[src/hdl/uartx_pkg.sv]
`timescale 1ns / 1ps
`default_nettype none

package uartx_pkg;

    localparam int unsigned MAX_WORD_BITS = 9;
    localparam int unsigned MIN_WORD_BITS = 5;
    localparam int unsigned PERIOD_W      = 16;
    localparam int unsigned WLEN_W        = 4;
    localparam int unsigned CFG_DATA_W    = 16;
    localparam int unsigned CFG_ADDR_W    = 2;

    localparam int unsigned QUEUE_DEPTH = 2;
    localparam int unsigned QPTR_W      = (QUEUE_DEPTH > 1) ? $clog2(QUEUE_DEPTH) : 1;
    localparam int unsigned QCNT_W      = $clog2(QUEUE_DEPTH + 1);

    localparam logic [CFG_ADDR_W-1:0] REG_BIT_PERIOD    = 2'd0;
    localparam logic [CFG_ADDR_W-1:0] REG_WORD_LENGTH   = 2'd1;
    localparam logic [CFG_ADDR_W-1:0] REG_TWO_STOP_BITS = 2'd2;

    localparam logic [PERIOD_W-1:0] BIT_PERIOD_RST    = 16'd7500;
    localparam logic [WLEN_W-1:0]   WORD_LENGTH_RST   = 4'd8;
    localparam logic                TWO_STOP_BITS_RST = 1'b0;

    localparam logic CMD_TICK  = 1'b0;
    localparam logic CMD_OFFER = 1'b1;

    typedef enum logic {
        OP_TICK,
        OP_OFFER
    } op_kind_t;

    typedef struct packed {
        logic                     cmd;
        logic [MAX_WORD_BITS-1:0] word;
    } in_t;

    typedef struct packed {
        logic line_level;
        logic busy_res;
        logic refused;
    } out_t;

    typedef struct packed {
        op_kind_t                 kind;
        logic [MAX_WORD_BITS-1:0] word;
    } op_t;

endpackage

`default_nettype wire

[src/hdl/uart_serial_transmitter_top.sv]
`timescale 1ns / 1ps
`default_nettype none

// Port group   Direction  Handshake            Payload
// s_*          in         s_valid / s_ready    in_t  {cmd, word}
// m_*          out        m_valid / m_ready    out_t {line_level, busy_res, refused}
// cfg_*        in         cfg_we, no wait      cfg_addr, cfg_wdata
//
// One transfer per cycle sustained while m_ready stays high; each result passes through
// the front register, the op queue and the result register.
// Synchronous active-low reset; the line reads idle high after it.
// Front and back stall independently through a two-entry op queue.

module uart_serial_transmitter_top (
    input  wire logic                              aclk,
    input  wire logic                              aresetn,
    input  wire logic                              cfg_we,
    input  wire logic [uartx_pkg::CFG_ADDR_W-1:0]  cfg_addr,
    input  wire logic [uartx_pkg::CFG_DATA_W-1:0]  cfg_wdata,
    input  wire logic                              s_valid,
    output logic                                   s_ready,
    input  wire uartx_pkg::in_t                    s_payload,
    output logic                                   m_valid,
    input  wire logic                              m_ready,
    output uartx_pkg::out_t                        m_payload
);
    import uartx_pkg::*;

    logic              f_valid;
    logic              f_ready;
    op_t               f_op;
    logic              q_valid;
    logic              q_ready;
    op_t               q_op;
    logic [QCNT_W-1:0] q_level;

    uartx_front u_front (
        .aclk     (aclk),
        .aresetn  (aresetn),
        .in_valid (s_valid),
        .in_ready (s_ready),
        .in_item  (s_payload),
        .op_valid (f_valid),
        .op_ready (f_ready),
        .op       (f_op)
    );

    uartx_queue u_queue (
        .aclk      (aclk),
        .aresetn   (aresetn),
        .in_valid  (f_valid),
        .in_ready  (f_ready),
        .in_op     (f_op),
        .out_valid (q_valid),
        .out_ready (q_ready),
        .out_op    (q_op),
        .level     (q_level)
    );

    uartx_back u_back (
        .aclk      (aclk),
        .aresetn   (aresetn),
        .cfg_we    (cfg_we),
        .cfg_addr  (cfg_addr),
        .cfg_wdata (cfg_wdata),
        .op_valid  (q_valid),
        .op_ready  (q_ready),
        .op        (q_op),
        .res_valid (m_valid),
        .res_ready (m_ready),
        .res       (m_payload)
    );

    a_refused_busy: assert property (@(posedge aclk) disable iff (!aresetn)
        (m_valid && m_payload.refused) |-> m_payload.busy_res)
        else $error("refused result while not busy");

    a_low_line_busy: assert property (@(posedge aclk) disable iff (!aresetn)
        (m_valid && !m_payload.line_level) |-> m_payload.busy_res)
        else $error("line low while idle");

    a_queue_bound: assert property (@(posedge aclk) disable iff (!aresetn)
        q_level <= QCNT_W'(QUEUE_DEPTH))
        else $error("op queue overflow");

    a_front_hold: assert property (@(posedge aclk) disable iff (!aresetn)
        (f_valid && !f_ready) |=> (f_valid && $stable(f_op)))
        else $error("front op lost while queue full");

endmodule

`default_nettype wire

[src/hdl/uartx_front.sv]
`timescale 1ns / 1ps
`default_nettype none

module uartx_front (
    input  wire logic           aclk,
    input  wire logic           aresetn,
    input  wire logic           in_valid,
    output logic                in_ready,
    input  wire uartx_pkg::in_t in_item,
    output logic                op_valid,
    input  wire logic           op_ready,
    output uartx_pkg::op_t      op
);
    import uartx_pkg::*;

    logic valid_reg;
    op_t  op_reg;
    op_t  op_next;

    assign in_ready = !valid_reg || op_ready;
    assign op_valid = valid_reg;
    assign op       = op_reg;

    always_comb begin
        op_next = op_reg;
        unique case (in_item.cmd)
            CMD_OFFER: begin
                op_next.kind = OP_OFFER;
                op_next.word = in_item.word;
            end
            CMD_TICK: begin
                op_next.kind = OP_TICK;
                op_next.word = '0;
            end
            default: begin
                op_next.kind = OP_TICK;
                op_next.word = '0;
            end
        endcase
    end

    always_ff @(posedge aclk) begin
        if (!aresetn) begin
            valid_reg <= 1'b0;
        end else if (in_ready) begin
            valid_reg <= in_valid;
        end
    end

    always_ff @(posedge aclk) begin
        if (in_valid && in_ready) begin
            op_reg <= op_next;
        end
    end

endmodule

`default_nettype wire

[src/hdl/uartx_queue.sv]
`timescale 1ns / 1ps
`default_nettype none

module uartx_queue (
    input  wire logic                    aclk,
    input  wire logic                    aresetn,
    input  wire logic                    in_valid,
    output logic                         in_ready,
    input  wire uartx_pkg::op_t          in_op,
    output logic                         out_valid,
    input  wire logic                    out_ready,
    output uartx_pkg::op_t               out_op,
    output logic [uartx_pkg::QCNT_W-1:0] level
);
    import uartx_pkg::*;

    op_t                mem_reg [QUEUE_DEPTH];
    logic [QPTR_W-1:0]  wr_ptr_reg;
    logic [QPTR_W-1:0]  rd_ptr_reg;
    logic [QCNT_W-1:0]  count_reg;
    logic [QCNT_W-1:0]  count_next;
    logic               push;
    logic               pop;

    assign in_ready  = count_reg != QCNT_W'(QUEUE_DEPTH);
    assign out_valid = count_reg != '0;
    assign out_op    = mem_reg[rd_ptr_reg];
    assign level     = count_reg;
    assign push      = in_valid && in_ready;
    assign pop       = out_valid && out_ready;

    always_comb begin
        count_next = count_reg;
        if (push && !pop) begin
            count_next = count_reg + QCNT_W'(1);
        end else if (pop && !push) begin
            count_next = count_reg - QCNT_W'(1);
        end
    end

    always_ff @(posedge aclk) begin
        if (!aresetn) begin
            wr_ptr_reg <= '0;
            rd_ptr_reg <= '0;
            count_reg  <= '0;
        end else begin
            count_reg <= count_next;
            if (push) begin
                wr_ptr_reg <= (wr_ptr_reg == QPTR_W'(QUEUE_DEPTH - 1)) ? '0
                            : wr_ptr_reg + QPTR_W'(1);
            end
            if (pop) begin
                rd_ptr_reg <= (rd_ptr_reg == QPTR_W'(QUEUE_DEPTH - 1)) ? '0
                            : rd_ptr_reg + QPTR_W'(1);
            end
        end
    end

    always_ff @(posedge aclk) begin
        if (push) begin
            mem_reg[wr_ptr_reg] <= in_op;
        end
    end

endmodule

`default_nettype wire

[src/hdl/uartx_back.sv]
`timescale 1ns / 1ps
`default_nettype none

module uartx_back (
    input  wire logic                        aclk,
    input  wire logic                        aresetn,
    input  wire logic                        cfg_we,
    input  wire logic [uartx_pkg::CFG_ADDR_W-1:0] cfg_addr,
    input  wire logic [uartx_pkg::CFG_DATA_W-1:0] cfg_wdata,
    input  wire logic                        op_valid,
    output logic                             op_ready,
    input  wire uartx_pkg::op_t              op,
    output logic                             res_valid,
    input  wire logic                        res_ready,
    output uartx_pkg::out_t                  res
);
    import uartx_pkg::*;

    typedef enum logic [1:0] {
        PH_IDLE,
        PH_START,
        PH_DATA,
        PH_STOP
    } phase_t;

    logic [PERIOD_W-1:0]      bit_period_reg;
    logic [WLEN_W-1:0]        word_length_reg;
    logic                     two_stop_reg;

    phase_t                   phase_reg,  phase_next;
    logic [MAX_WORD_BITS-1:0] shift_reg,  shift_next;
    logic [WLEN_W-1:0]        bits_reg,   bits_next;
    logic [PERIOD_W-1:0]      tick_reg,   tick_next;
    logic                     line_reg,   line_next;
    logic                     valid_reg,  valid_next;
    out_t                     res_reg,    res_next;

    logic [PERIOD_W-1:0]      period;
    logic [PERIOD_W-1:0]      tick_inc;
    logic [WLEN_W-1:0]        eff_len;
    logic                     refused;
    logic                     pop;

    assign op_ready  = !valid_reg || res_ready;
    assign pop       = op_valid && op_ready;
    assign res_valid = valid_reg;
    assign res       = res_reg;

    assign period   = (bit_period_reg == '0) ? PERIOD_W'(1) : bit_period_reg;
    assign tick_inc = tick_reg + PERIOD_W'(1);

    always_comb begin
        if (word_length_reg < WLEN_W'(MIN_WORD_BITS)) begin
            eff_len = WLEN_W'(MIN_WORD_BITS);
        end else if (word_length_reg > WLEN_W'(MAX_WORD_BITS)) begin
            eff_len = WLEN_W'(MAX_WORD_BITS);
        end else begin
            eff_len = word_length_reg;
        end
    end

    always_ff @(posedge aclk) begin
        if (!aresetn) begin
            bit_period_reg  <= BIT_PERIOD_RST;
            word_length_reg <= WORD_LENGTH_RST;
            two_stop_reg    <= TWO_STOP_BITS_RST;
        end else if (cfg_we) begin
            case (cfg_addr)
                REG_BIT_PERIOD:    bit_period_reg  <= cfg_wdata[PERIOD_W-1:0];
                REG_WORD_LENGTH:   word_length_reg <= cfg_wdata[WLEN_W-1:0];
                REG_TWO_STOP_BITS: two_stop_reg    <= cfg_wdata[0];
                default: ;
            endcase
        end
    end

    always_comb begin
        phase_next = phase_reg;
        shift_next = shift_reg;
        bits_next  = bits_reg;
        tick_next  = tick_reg;
        line_next  = line_reg;
        refused    = 1'b0;

        if (op.kind == OP_OFFER) begin
            if (phase_reg == PH_IDLE) begin
                shift_next = op.word;
                phase_next = PH_START;
                tick_next  = '0;
                bits_next  = '0;
                line_next  = 1'b0;
            end else begin
                refused = 1'b1;
            end
        end else if (phase_reg != PH_IDLE) begin
            if (tick_inc >= period) begin
                tick_next = '0;
                unique case (phase_reg)
                    PH_START: begin
                        phase_next = PH_DATA;
                        bits_next  = eff_len - WLEN_W'(1);
                        line_next  = shift_reg[0];
                        shift_next = shift_reg >> 1;
                    end
                    PH_DATA: begin
                        if (bits_reg != '0) begin
                            bits_next  = bits_reg - WLEN_W'(1);
                            line_next  = shift_reg[0];
                            shift_next = shift_reg >> 1;
                        end else begin
                            phase_next = PH_STOP;
                            line_next  = 1'b1;
                            bits_next  = {{(WLEN_W-1){1'b0}}, two_stop_reg};
                        end
                    end
                    PH_STOP: begin
                        if (bits_reg != '0) begin
                            bits_next = bits_reg - WLEN_W'(1);
                        end else begin
                            phase_next = PH_IDLE;
                            line_next  = 1'b1;
                        end
                    end
                    default: ;
                endcase
            end else begin
                tick_next = tick_inc;
            end
        end

        res_next.line_level = line_next;
        res_next.busy_res   = phase_next != PH_IDLE;
        res_next.refused    = refused;

        if (pop) begin
            valid_next = 1'b1;
        end else if (res_ready) begin
            valid_next = 1'b0;
        end else begin
            valid_next = valid_reg;
        end
    end

    always_ff @(posedge aclk) begin
        if (!aresetn) begin
            phase_reg <= PH_IDLE;
            shift_reg <= '0;
            bits_reg  <= '0;
            tick_reg  <= '0;
            line_reg  <= 1'b1;
            valid_reg <= 1'b0;
        end else begin
            valid_reg <= valid_next;
            if (pop) begin
                phase_reg <= phase_next;
                shift_reg <= shift_next;
                bits_reg  <= bits_next;
                tick_reg  <= tick_next;
                line_reg  <= line_next;
                res_reg   <= res_next;
            end
        end
    end

endmodule

`default_nettype wire

[config.mk]
export PLATFORM = sky130hd
export DESIGN_NAME = uart_serial_transmitter_top
export DESIGN_NICKNAME = d
export VERILOG_FILES = /design/src/hdl/uartx_pkg.sv /design/src/hdl/uart_serial_transmitter_top.sv /design/src/hdl/uartx_front.sv /design/src/hdl/uartx_queue.sv /design/src/hdl/uartx_back.sv
export SDC_FILE = /design/constraint.sdc
export NUM_CORES = 1
export LEC_CHECK = 0
export BUFFER_PORTS_ARGS = -buffer_cell sky130_fd_sc_hd__buf_4
export CORE_MARGIN = 2
export CORE_UTILIZATION = 60
export DETAILED_ROUTE_END_ITERATION = 10
export GPL_TIMING_DRIVEN = 0
export PLACE_DENSITY = 0.77
export SLEW_MARGIN = 20
export SYNTH_ARGS = -nofsm -noshare
export SYNTH_HDL_FRONTEND = slang
export SYNTH_SLANG_ARGS = --single-unit
[constraint.sdc]
create_clock -name aclk -period 6.7 [get_ports aclk]
set_input_delay 1.005 -clock aclk [delete_from_list [all_inputs] [get_ports aclk]]
set_output_delay 1.005 -clock aclk [all_outputs]
set_load 0.005 [all_outputs]
==> reports/metrics.csv, run 1 <==
stage,metric,value,unit
detailed_routing,dr.pass1.iters,4,
clock_tree,root_buffer,clkbuf_8,
layout,final_common_cell,nand2_1,
clock_tree,post_cts_resized,0,
detailed_routing,num_vias,3738,
synth,synth_edf_count,33,
critical_path,slowest_stage,dfxtp_1,
synth,ys.warnings.count,0,
clock_tree,cts_tree,done,
floorplan,die_h,93.2,um
layout,stdcell_count,661,
power,combPwrFrac,31.6,%
detailed_routing,met3_length,459,um
power,p_leak,2.08,nW
floorplan,placementRows,32,
clock_tree,cts-buffers-inserted,9,
clock_tree,ctsHoldBuffers,0,
detailed_routing,wirelength,9770,um
timing,tightest_slew,803,ps
critical_path,crit_path_end_kind,flip-flop,
layout,diodes,0,
layout,n_fill_cell,626,
power,pwr-share-clk,23.8,%
global_routing,grt_max_degree,20,
timing,slew_headroom,46.5,%
power,p_sw,558,uW
global_routing,grt_pass1_wl,16200,um
layout,multiInputGateArea,2360,um^2
timing,min_period,3890,ps
global_routing,grt_usage,23.7,%
floorplan,core_area,7730,um^2
detailed_routing,drc,0,
detailed_routing,antenna_left,0,
synth,ys_ff_latch,93,
synth,avgSynthCellArea,9.41,um^2
timing,hold_viol_final,0,
synth,yosys_most_used_dff,dfxtp_1,
layout,syn_to_final_growth,12.4,%
floorplan,dieArea,8680,um^2
critical_path,crit_chain,ha_1 -> nand4_1 -> nor2_1 -> nand3_1 -> xnor2_1 -> ha_1 -> nand4_1 -> o21bai_1 -> or3_1 -> nor2_1 -> mux2i_1 -> o311ai_0,
detailed_routing,dr.max_layer_used,met4,
detailed_routing,met2WireLength,4520,um
layout,fin_area,5360,um^2
synth,ys_types,51,
synth,async_flop_share,0,%
timing,fmax,257,MHz
timing,setup_viol,0,
timing,finClkSkew,11.5,ps
critical_path,critPathArrivalTime,3950,ps
power,swShare,36.2,%
layout,register_area,2190,um^2
detailed_routing,drtIter0Drc,123,
detailed_routing,routed_via_density,5.66,
global_routing,grt_pass1_vias,3506,
timing,fin_crit_sh,58.0,%
power,max-vdd-ir-drop,0.000254,V
synth,syn_nets,568,
clock_tree,htree_num_levels,3,
place,post-dp-hpwl,7420,um
outcome,status,completed,
power,totalPowerFinal,1.54,mW
layout,final_util,69.4,%
place,gp_congestion,0.926,
place,port_buffers,36,
detailed_routing,route.detailed.wl_per_inst,14.8,um
floorplan,io-pin-count,38,
clock_tree,clock_path_buffers,2,
run,maxCapViolations,0,
layout,layout_common_cells,"84 x nand2_1, 60 x dfxtp_1, 37 x buf_4",
place,placed_cell_area,5170,um^2
floorplan,die_w,93.2,um
critical_path,slowest_delay,470,ps
synth,netlist_area,4770,um^2
min_path,holdCritPathClass,reg -> reg,
critical_path,critPathKind,reg -> reg,
floorplan,start_util,61.7,%
power,seqPwrFrac,44.6,%
global_routing,grt-ovfl-total,0,
detailed_routing,wl_met1,4610,um
clock_tree,clkLatencyLatePin,370,ps
timing,slew_violations,0,
place,place_inst,645,
critical_path,crit_required,6760,ps
critical_path,crit_fanout,7,
synth,syn_inst,507,
power,pwr_density_cell,287,nW/um^2
power,p_int,982,uW
timing,rsz0062_at_grt,no,
layout,largest_reg_flops,20,
clock_tree,path_clk_slew,100,ps
timing,tns,0,ps
layout,drive_above_1_share,12.3,%
synth,ys_seq_area_share,46.0,%
clock_tree,cts.sinks,93,
layout,finalNetCount,615,
clock_tree,postCtsSetupBuffers,0,
global_routing,antenna_found_initial,0,
critical_path,worstSetupStartpointType,flip-flop,
[cells in the mapped netlist, drive strengths merged, types with 2 or more instances]
cell / count / area (um^2)
nand2: 84 / 315
dfxtp: 60 / 1200
a21oi: 35 / 175
edfxtp: 33 / 991
ha: 28 / 350
inv: 28 / 105
nor2: 28 / 108
mux2i: 27 / 274
nand3: 27 / 135
o211ai: 19 / 153
clkbuf: 17 / 63.8
o21ai: 14 / 70.1
xnor2: 13 / 114
and2: 11 / 68.8
nand4: 10 / 62.6
nor3: 9 / 56.3
xor2: 8 / 70.1
buf: 6 / 48.8
nand3b: 6 / 45.0
nor4: 6 / 37.5
or3: 4 / 25.0
nand2b: 3 / 18.8
nor2b: 3 / 18.8
nor3b: 3 / 22.5
a31oi: 2 / 12.5
and3: 2 / 12.5
and4: 2 / 17.5
o311ai: 2 / 17.5
or3b: 2 / 17.5
[cell type report]
cell class                 instances  share of cell area, %
clock buffer                       9                   2.31
multi-input combinational        363                   44.0
tap                              102                   2.38
clock inverter                     7                   1.31
inverter                          28                   1.96
timing repair buffer              36                   5.04
buffer                            23                   2.10
sequential                        93                   40.9
[power by group through the flow]
stage | clock, mW | combinational [mW] | sequential (mW)
5_1_grt | 0.401 | 0.540 | 0.693
2_1_floorplan | 0 | 0.358 | 0.688
3_3_place_gp | 0 | 0.467 | 0.695
3_5_place_dp | 0 | 0.481 | 0.699
6_report | 0.366 | 0.488 | 0.687
4_1_cts | 0.373 | 0.487 | 0.686
[per-layer routing]
metal	GRT usage, %	vias up
li1	-	1896
met5	0	-
met3	4.43	19
met4	9.19	0
met1	31.3	1728
met2	38.9	95
[critical path, delay by kind of cell, from the launching register on]
kind | cells | cell delay (ps)
AO/OA/AOI/OAI | 2 | 410
XOR/XNOR | 1 | 170
adder cells (fa/ha/maj) | 2 | 600
flip-flops | 1 | 470
multiplexers | 1 | 360
AND/OR/NAND/NOR | 6 | 1590
[final timing paths]
kind                                                 startpoint                               to  slack, ps  depth (start not counted)
worst max-delay path            u_back.tick_reg[0]$_SDFFE_PN0P_          u_back.res[1]$_DFFE_PP_       2810                         12
worst max register to register  u_back.tick_reg[0]$_SDFFE_PN0P_          u_back.res[1]$_DFFE_PP_       2810                         12
worst min register to register      u_front.op[5]$_SDFFCE_PN0P_  u_queue.mem_reg[1][5]$_DFFE_PP_        450                          0
worst min-delay path                u_front.op[5]$_SDFFCE_PN0P_  u_queue.mem_reg[1][5]$_DFFE_PP_        450                          0
[per-stage QoR]
stage          hold WS, ps  setup WS (ps)
4_1_cts                454           2890
3_5_place_dp           430           2960
3_3_place_gp           426           3060
5_1_grt                478           2520
2_1_floorplan          421           3560
6_report               453           2810
[cell families (layout without fill, tap and decap cells)]
| logic type | count (synthesis) | after routing | share of synthesized area (%) |
|---|---|---|---|
| adders and majority gates | 28 | 28 | 7.35 |
| muxes | 28 | 28 | 5.98 |
| buffers and inverters | 51 | 103 | 4.56 |
| xor gates and xnor gates | 21 | 21 | 3.86 |
| DFF | 93 | 93 | 46.0 |
| AOI/OAI and AO/OA | 84 | 84 | 11.7 |
| and+or+nand+nor | 202 | 202 | 20.6 |
Note: power is estimated with default switching activity, not from simulation.
==> inputs of run 2 (changes only) <==
--- a/config.mk
+++ b/config.mk
@@ -7,10 +7,10 @@
 export LEC_CHECK = 0
 export BUFFER_PORTS_ARGS = -buffer_cell sky130_fd_sc_hd__buf_4
 export CORE_MARGIN = 2
-export CORE_UTILIZATION = 60
+export CORE_UTILIZATION = 54
 export DETAILED_ROUTE_END_ITERATION = 10
 export GPL_TIMING_DRIVEN = 0
-export PLACE_DENSITY = 0.77
+export PLACE_DENSITY = 0.73
 export SLEW_MARGIN = 20
 export SYNTH_ARGS = -nofsm -noshare
 export SYNTH_HDL_FRONTEND = slang
==> constraint.sdc (replaced) <==
create_clock -name aclk -period 3.24 [get_ports aclk]
set_input_delay 0.486 -clock aclk [delete_from_list [all_inputs] [get_ports aclk]]
set_output_delay 0.486 -clock aclk [all_outputs]
set_load 0.005 [all_outputs]
==> run 2 against run 1 <==
The flow now finishes with violations (setup timing); wire length rose by 3.5%; sequential power rose by 110%; die area is 11% higher; setup slack lost 2900 ps; critical path type unchanged; combinational power increased by 110%.
==> reports/metrics.csv, run 2 (synthesis results as in run 1) <==
stage,metric,value,unit
outcome,status,"complete, but fails checks",
outcome,failed_checks,setup timing,
power,swShare,36.4,%
timing,finClkSkew,10.4,ps
clock_tree,cts_tree,done,
detailed_routing,antenna_left,0,
clock_tree,path_clk_slew,110,ps
detailed_routing,dr.pass1.iters,4,
critical_path,r2r-start,u_back.tick_reg[0]$_SDFFE_PN0P_,
timing,fmax,302,MHz
critical_path,crit_path_start,u_back.tick_reg[0]$_SDFFE_PN0P_,
power,totalPowerFinal,3.25,mW
timing,tightest_slew,817,ps
power,combPwrFrac,32.0,%
timing,slew_headroom,45.3,%
power,seqPwrFrac,43.6,%
critical_path,worstSetupStartpointType,flip-flop,
clock_tree,clkLatencyLatePin,370,ps
global_routing,grt-ovfl-total,0,
layout,multiInputGateArea,2440,um^2
clock_tree,cts-buffers-inserted,9,
timing,min_period,3310,ps
detailed_routing,drtIter0Drc,194,
global_routing,grt_max_degree,21,
layout,final_common_cell,nand2_1,
floorplan,io-pin-count,38,
global_routing,antenna_found_initial,0,
layout,stdcell_count,676,
place,port_buffers,36,
layout,drive_above_1_share,18.3,%
place,gp_congestion,0.905,
place,placed_cell_area,5170,um^2
floorplan,core_area,8640,um^2
global_routing,grt_usage,21.3,%
critical_path,critPathKind,reg -> reg,
critical_path,crit_required,3550,ps
timing,whs,336,ps
power,p_sw,1.18,mW
clock_tree,root_buffer,clkbuf_8,
power,p_leak,2.18,nW
detailed_routing,route.detailed.wl_per_inst,15.0,um
floorplan,start_util,55.2,%
place,post-dp-hpwl,7080,um
layout,fin_area,5570,um^2
floorplan,placementRows,34,
timing,hold_viol_final,0,
timing,slew_violations,0,
global_routing,grt_pass1_vias,3584,
critical_path,crit_fanout,7,
timing,fin_crit_sh,102,%
layout,layout_common_cells,"83 x nand2_1, 49 x dfxtp_1, 46 x buf_4",
layout,finalNetCount,624,
critical_path,critPathArrivalTime,3610,ps
power,max-vdd-ir-drop,0.000360,V
floorplan,die_h,98.0,um
detailed_routing,wirelength,10100,um
detailed_routing,num_vias,3807,
layout,final_util,64.5,%
timing,setup_viol,14,
timing,fin_ws,-68.4,ps
clock_tree,clock_path_buffers,2,
layout,register_area,2220,um^2
run,maxCapViolations,0,
clock_tree,cts.sinks,93,
global_routing,grt_pass1_wl,16500,um
clock_tree,htree_num_levels,3,
critical_path,crit_path_end_kind,flip-flop,
floorplan,dieArea,9600,um^2
timing,rsz0062_at_grt,yes,
power,pwr_density_cell,583,nW/um^2
min_path,holdCritPathClass,in -> reg,
power,pwr-share-clk,24.4,%
place,place_inst,651,
layout,diodes,0,
floorplan,die_w,98.0,um
layout,syn_to_final_growth,16.9,%
power,p_int,2.07,mW
min_path,hp-start,cfg_wdata[11],
detailed_routing,drc,0,
detailed_routing,routed_via_density,5.63,
layout,n_fill_cell,705,
layout,largest_reg_flops,20,
run 2: cell count changes in the layout (fill, tap and decap cells not counted), moves of 2 or more:
cell / previous run / this run
nor3_2: 0 / 2
nor2_1: 27 / 24
buf_4: 37 / 46
nor3_1: 8 / 6
dfxtp_2: 0 / 4
nor2_2: 1 / 3
or3_4: 0 / 2
or3_1: 4 / 2
dfxtp_4: 0 / 7
dfxtp_1: 60 / 49
run 2: final timing paths:
kind	end	slack [ps]	cells past startpoint
worst max-delay path	u_back.shift_reg[6]$_SDFFE_PN0P_	-70	14
worst min register to register	u_queue.mem_reg[1][8]$_DFFE_PP_	460	0
worst min-delay path	u_back.bit_period_reg[11]$_SDFFE_PN1P_	340	3
worst max register to register	u_back.shift_reg[6]$_SDFFE_PN0P_	-70	14
run 2: through the flow:
step / worst slack (ps) / setup TNS (ps)
CTS: 2.28 / 0
global placement: -452 / -7740
detailed placement: -495 / -9890
finish: -68.4 / -434
global route: -201 / -3630
floorplan: 104 / 0
run 2: worst max-delay path, stage by stage (launching register included):
cell and delay (ps):
dfxtp_4 400, ha_2 240, nand4_1 160, nor2_2 180, nand3_2 130, xnor2_1 170
ha_1 310, nand4_1 230, a211oi_2 270, a32o_2 250, nor3_4 70, buf_12 140
a2111oi_4 310, buf_4 210, mux2i_1 190
run 2: routing by layer:
layer / global-route usage, % / vias up / wire length [um]
li1: - / 1903 / -
met1: 29.3 / 1786 / 4670
met2: 33.9 / 100 / 4740
met3: 4.01 / 18 / 542
met4: 7.48 / 0 / 163
met5: 0 / - / 0
run 2: cell type report:
cell class	count	area share, %
multi-input combinational	363	43.8
sequential	93	39.9
timing repair buffer	46	6.42
clock buffer	9	2.22
tap	108	2.42
clock inverter	7	1.41
buffer	22	1.95
inverter	28	1.89
run 2: power by group through the flow:
| stage | registers (mW) | logic, mW | clock network [mW] |
|---|---|---|---|
| after floorplan | 1.42 | 0.740 | 0 |
| after global placement | 1.44 | 0.964 | 0 |
| after detailed placement | 1.44 | 0.976 | 0 |
| after CTS | 1.42 | 1.03 | 0.797 |
| after global routing | 1.43 | 1.16 | 0.854 |
| final | 1.42 | 1.04 | 0.792 |
run 2: repair_timing:
| item | CTS | global route |
|---|---|---|
| cloned | 0 | 0 |
| endpoints found under the setup margin | 34 | 34 |
| resized for setup | 14 | 22 |
| setup buffers | 9 | 1 |
| pin swaps | 6 | 1 |
| hold buffers | 0 | 0 |
==> inputs of run 3 (changes only) <==
--- a/config.mk
+++ b/config.mk
@@ -8,6 +8,7 @@
 export BUFFER_PORTS_ARGS = -buffer_cell sky130_fd_sc_hd__buf_4
 export CORE_MARGIN = 2
 export CORE_UTILIZATION = 54
+export CTS_BUF_LIST = sky130_fd_sc_hd__clkbuf_16
 export DETAILED_ROUTE_END_ITERATION = 10
 export GPL_TIMING_DRIVEN = 0
 export PLACE_DENSITY = 0.73
==> run 3 against run 2 <==
The flow still finishes with violations (setup timing); global-route usage increased by 0.10 points; die area unchanged; count of clock-buffer cells in the layout did not move; clock power grew 34%; critical path depth is the same; combinational power up 4%; final area increased by 2.9%; setup slack worse by 62 ps; clock skew decreased by 3.6 ps; sequential share of layout area fell by 1.3 points; core utilization increased by 1.8 points; critical path type unchanged; largest cell class unchanged; highest routed layer unchanged.
==> reports/metrics.csv, run 3 (synthesis results as in run 1) <==
stage,metric,value,unit
power,seqPwrFrac,39.8,%
layout,largest_reg_flops,20,
detailed_routing,wirelength,10400,um
floorplan,core_area,8640,um^2
detailed_routing,drc,0,
global_routing,grt_usage,21.4,%
layout,multiInputGateArea,2480,um^2
layout,layout_common_cells,"83 x nand2_1, 51 x dfxtp_1, 49 x buf_4",
min_path,hp-start,cfg_wdata[11],
clock_tree,cts_tree,done,
min_path,holdCritPathClass,in -> reg,
layout,final_util,66.4,%
place,port_buffers,36,
floorplan,dieArea,9600,um^2
global_routing,grt_pass1_wl,16700,um
clock_tree,clkLatencyLatePin,350,ps
layout,finalNetCount,628,
detailed_routing,dr.max_layer_used,met4,
place,gp_congestion,0.905,
critical_path,crit_fanout,10,
outcome,status,"complete, but fails checks",
clock_tree,clock_path_buffers,2,
timing,hold_viol_final,0,
detailed_routing,route.detailed.wl_per_inst,15.3,um
detailed_routing,antenna_left,0,
clock_tree,htree_num_levels,3,
global_routing,antenna_found_initial,0,
power,totalPowerFinal,3.57,mW
global_routing,grt_max_degree,21,
layout,syn_to_final_growth,20.2,%
power,p_leak,2.27,nW
critical_path,crit_path_end_kind,flip-flop,
critical_path,crit_required,3500,ps
global_routing,grt-ovfl-total,0,
timing,fin_ws,-130,ps
critical_path,crit_path_start,u_back.tick_reg[5]$_SDFFE_PN0P_,
detailed_routing,routed_via_density,5.61,
timing,setup_viol,30,
layout,drive_above_1_share,19.1,%
power,combPwrFrac,30.3,%
timing,slew_headroom,46.3,%
floorplan,die_w,98.0,um
power,p_int,2.33,mW
global_routing,grt_pass1_vias,3600,
clock_tree,cts.sinks,93,
critical_path,reg2reg_slack,-130,ps
detailed_routing,num_vias,3818,
layout,diodes,0,
detailed_routing,wl_met1,4890,um
power,pwr_density_cell,622,nW/um^2
critical_path,r2r-start,u_back.tick_reg[5]$_SDFFE_PN0P_,
floorplan,placementRows,34,
detailed_routing,dr.pass1.iters,5,
detailed_routing,met3_length,485,um
floorplan,start_util,55.2,%
power,swShare,34.8,%
detailed_routing,drtIter0Drc,183,
layout,final_common_cell,nand2_1,
run,maxCapViolations,0,
timing,rsz0062_at_grt,yes,
clock_tree,root_buffer,clkbuf_16,
detailed_routing,met2WireLength,4840,um
timing,fin_crit_sh,104,%
place,post-dp-hpwl,7080,um
timing,fmax,297,MHz
timing,tightest_slew,803,ps
clock_tree,path_clk_slew,70,ps
critical_path,critPathKind,reg -> reg,
floorplan,die_h,98.0,um
clock_tree,cts-buffers-inserted,9,
outcome,failed_checks,setup timing,
layout,n_fill_cell,680,
floorplan,io-pin-count,38,
power,pwr-share-clk,29.8,%
critical_path,critPathArrivalTime,3630,ps
power,max-vdd-ir-drop,0.000422,V
layout,register_area,2210,um^2
timing,min_period,3370,ps
critical_path,worstSetupStartpointType,flip-flop,
clock_tree,ctsHoldBuffers,0,
power,p_sw,1.24,mW
timing,slew_violations,0,
timing,finClkSkew,6.78,ps
-- run 3: cell types whose count changed in the layout (fill, tap and decap cells not counted), sizes merged --
| cell | change |
|---|---|
| buf | +4 |
-- run 3: power by group through the flow --
stage | sequential, mW | combinational [mW] | clock, mW
4_1_cts | 1.42 | 1.03 | 1.07
6_report | 1.42 | 1.08 | 1.06
3_3_place_gp | 1.44 | 0.964 | 0
5_1_grt | 1.43 | 1.19 | 1.13
2_1_floorplan | 1.42 | 0.740 | 0
3_5_place_dp | 1.44 | 0.976 | 0
-- run 3: stage by stage --
| step | cells | area, um^2 | setup slack [ps] | setup TNS (ps) | hold WS (ps) |
|---|---|---|---|---|---|
| 2_1_floorplan | 507 | 4770 | 104 | 0 | 421 |
| 3_3_place_gp | 651 | 5170 | -452 | -7740 | 428 |
| 3_5_place_dp | 651 | 5170 | -495 | -9890 | 435 |
| 4_1_cts | 676 | 5590 | 0.317 | 0 | 362 |
| 5_1_grt | 680 | 5730 | -225 | -5530 | 368 |
| 6_report | 680 | 5730 | -130 | -1510 | 365 |
-- run 3: timing repair --
action	4_1_cts	5_1_grt
endpoints found under the setup margin	34	34
pin swaps	6	15
resized for setup	13	28
setup buffers	10	4
gates cloned	0	0
-- run 3: metal layers --
layer  vias up  GRT usage (%)
met1      1791           29.6
met2        93           34.0
met3        16           4.44
li1       1918              -
met5         -              0
met4         0           6.73
-- run 3: cell type report --
cell class | instances | area share [%]
repair buffers | 50 | 6.68
flip-flops and latches | 93 | 38.6
clock inverters | 7 | 1.37
well taps | 108 | 2.36
clock buffers | 9 | 3.93
inverters | 28 | 1.83
plain buffers | 22 | 1.90
multi-input cells | 363 | 43.3
-- run 3: worst paths after layout --
path / end / cells past startpoint
worst max register to register: u_back.phase_reg[0]$_SDFFE_PN0P_ / 14
worst min-delay path: u_back.bit_period_reg[11]$_SDFFE_PN1P_ / 3
worst max-delay path: u_back.phase_reg[0]$_SDFFE_PN0P_ / 14
worst min register to register: u_queue.mem_reg[1][8]$_DFFE_PP_ / 0
-- run 3: worst max-delay path, stage by stage, from the launching register on --
cell	delay (ps)
dfxtp_1	400
and4_4	270
nand4_1	150
nor2_2	180
nand3_2	150
xnor2_2	180
ha_1	320
nand4_1	190
buf_4	190
nor3_4	40
or3_4	370
nor3_4	290
buf_6	200
o211ai_2	110
a221oi_2	250
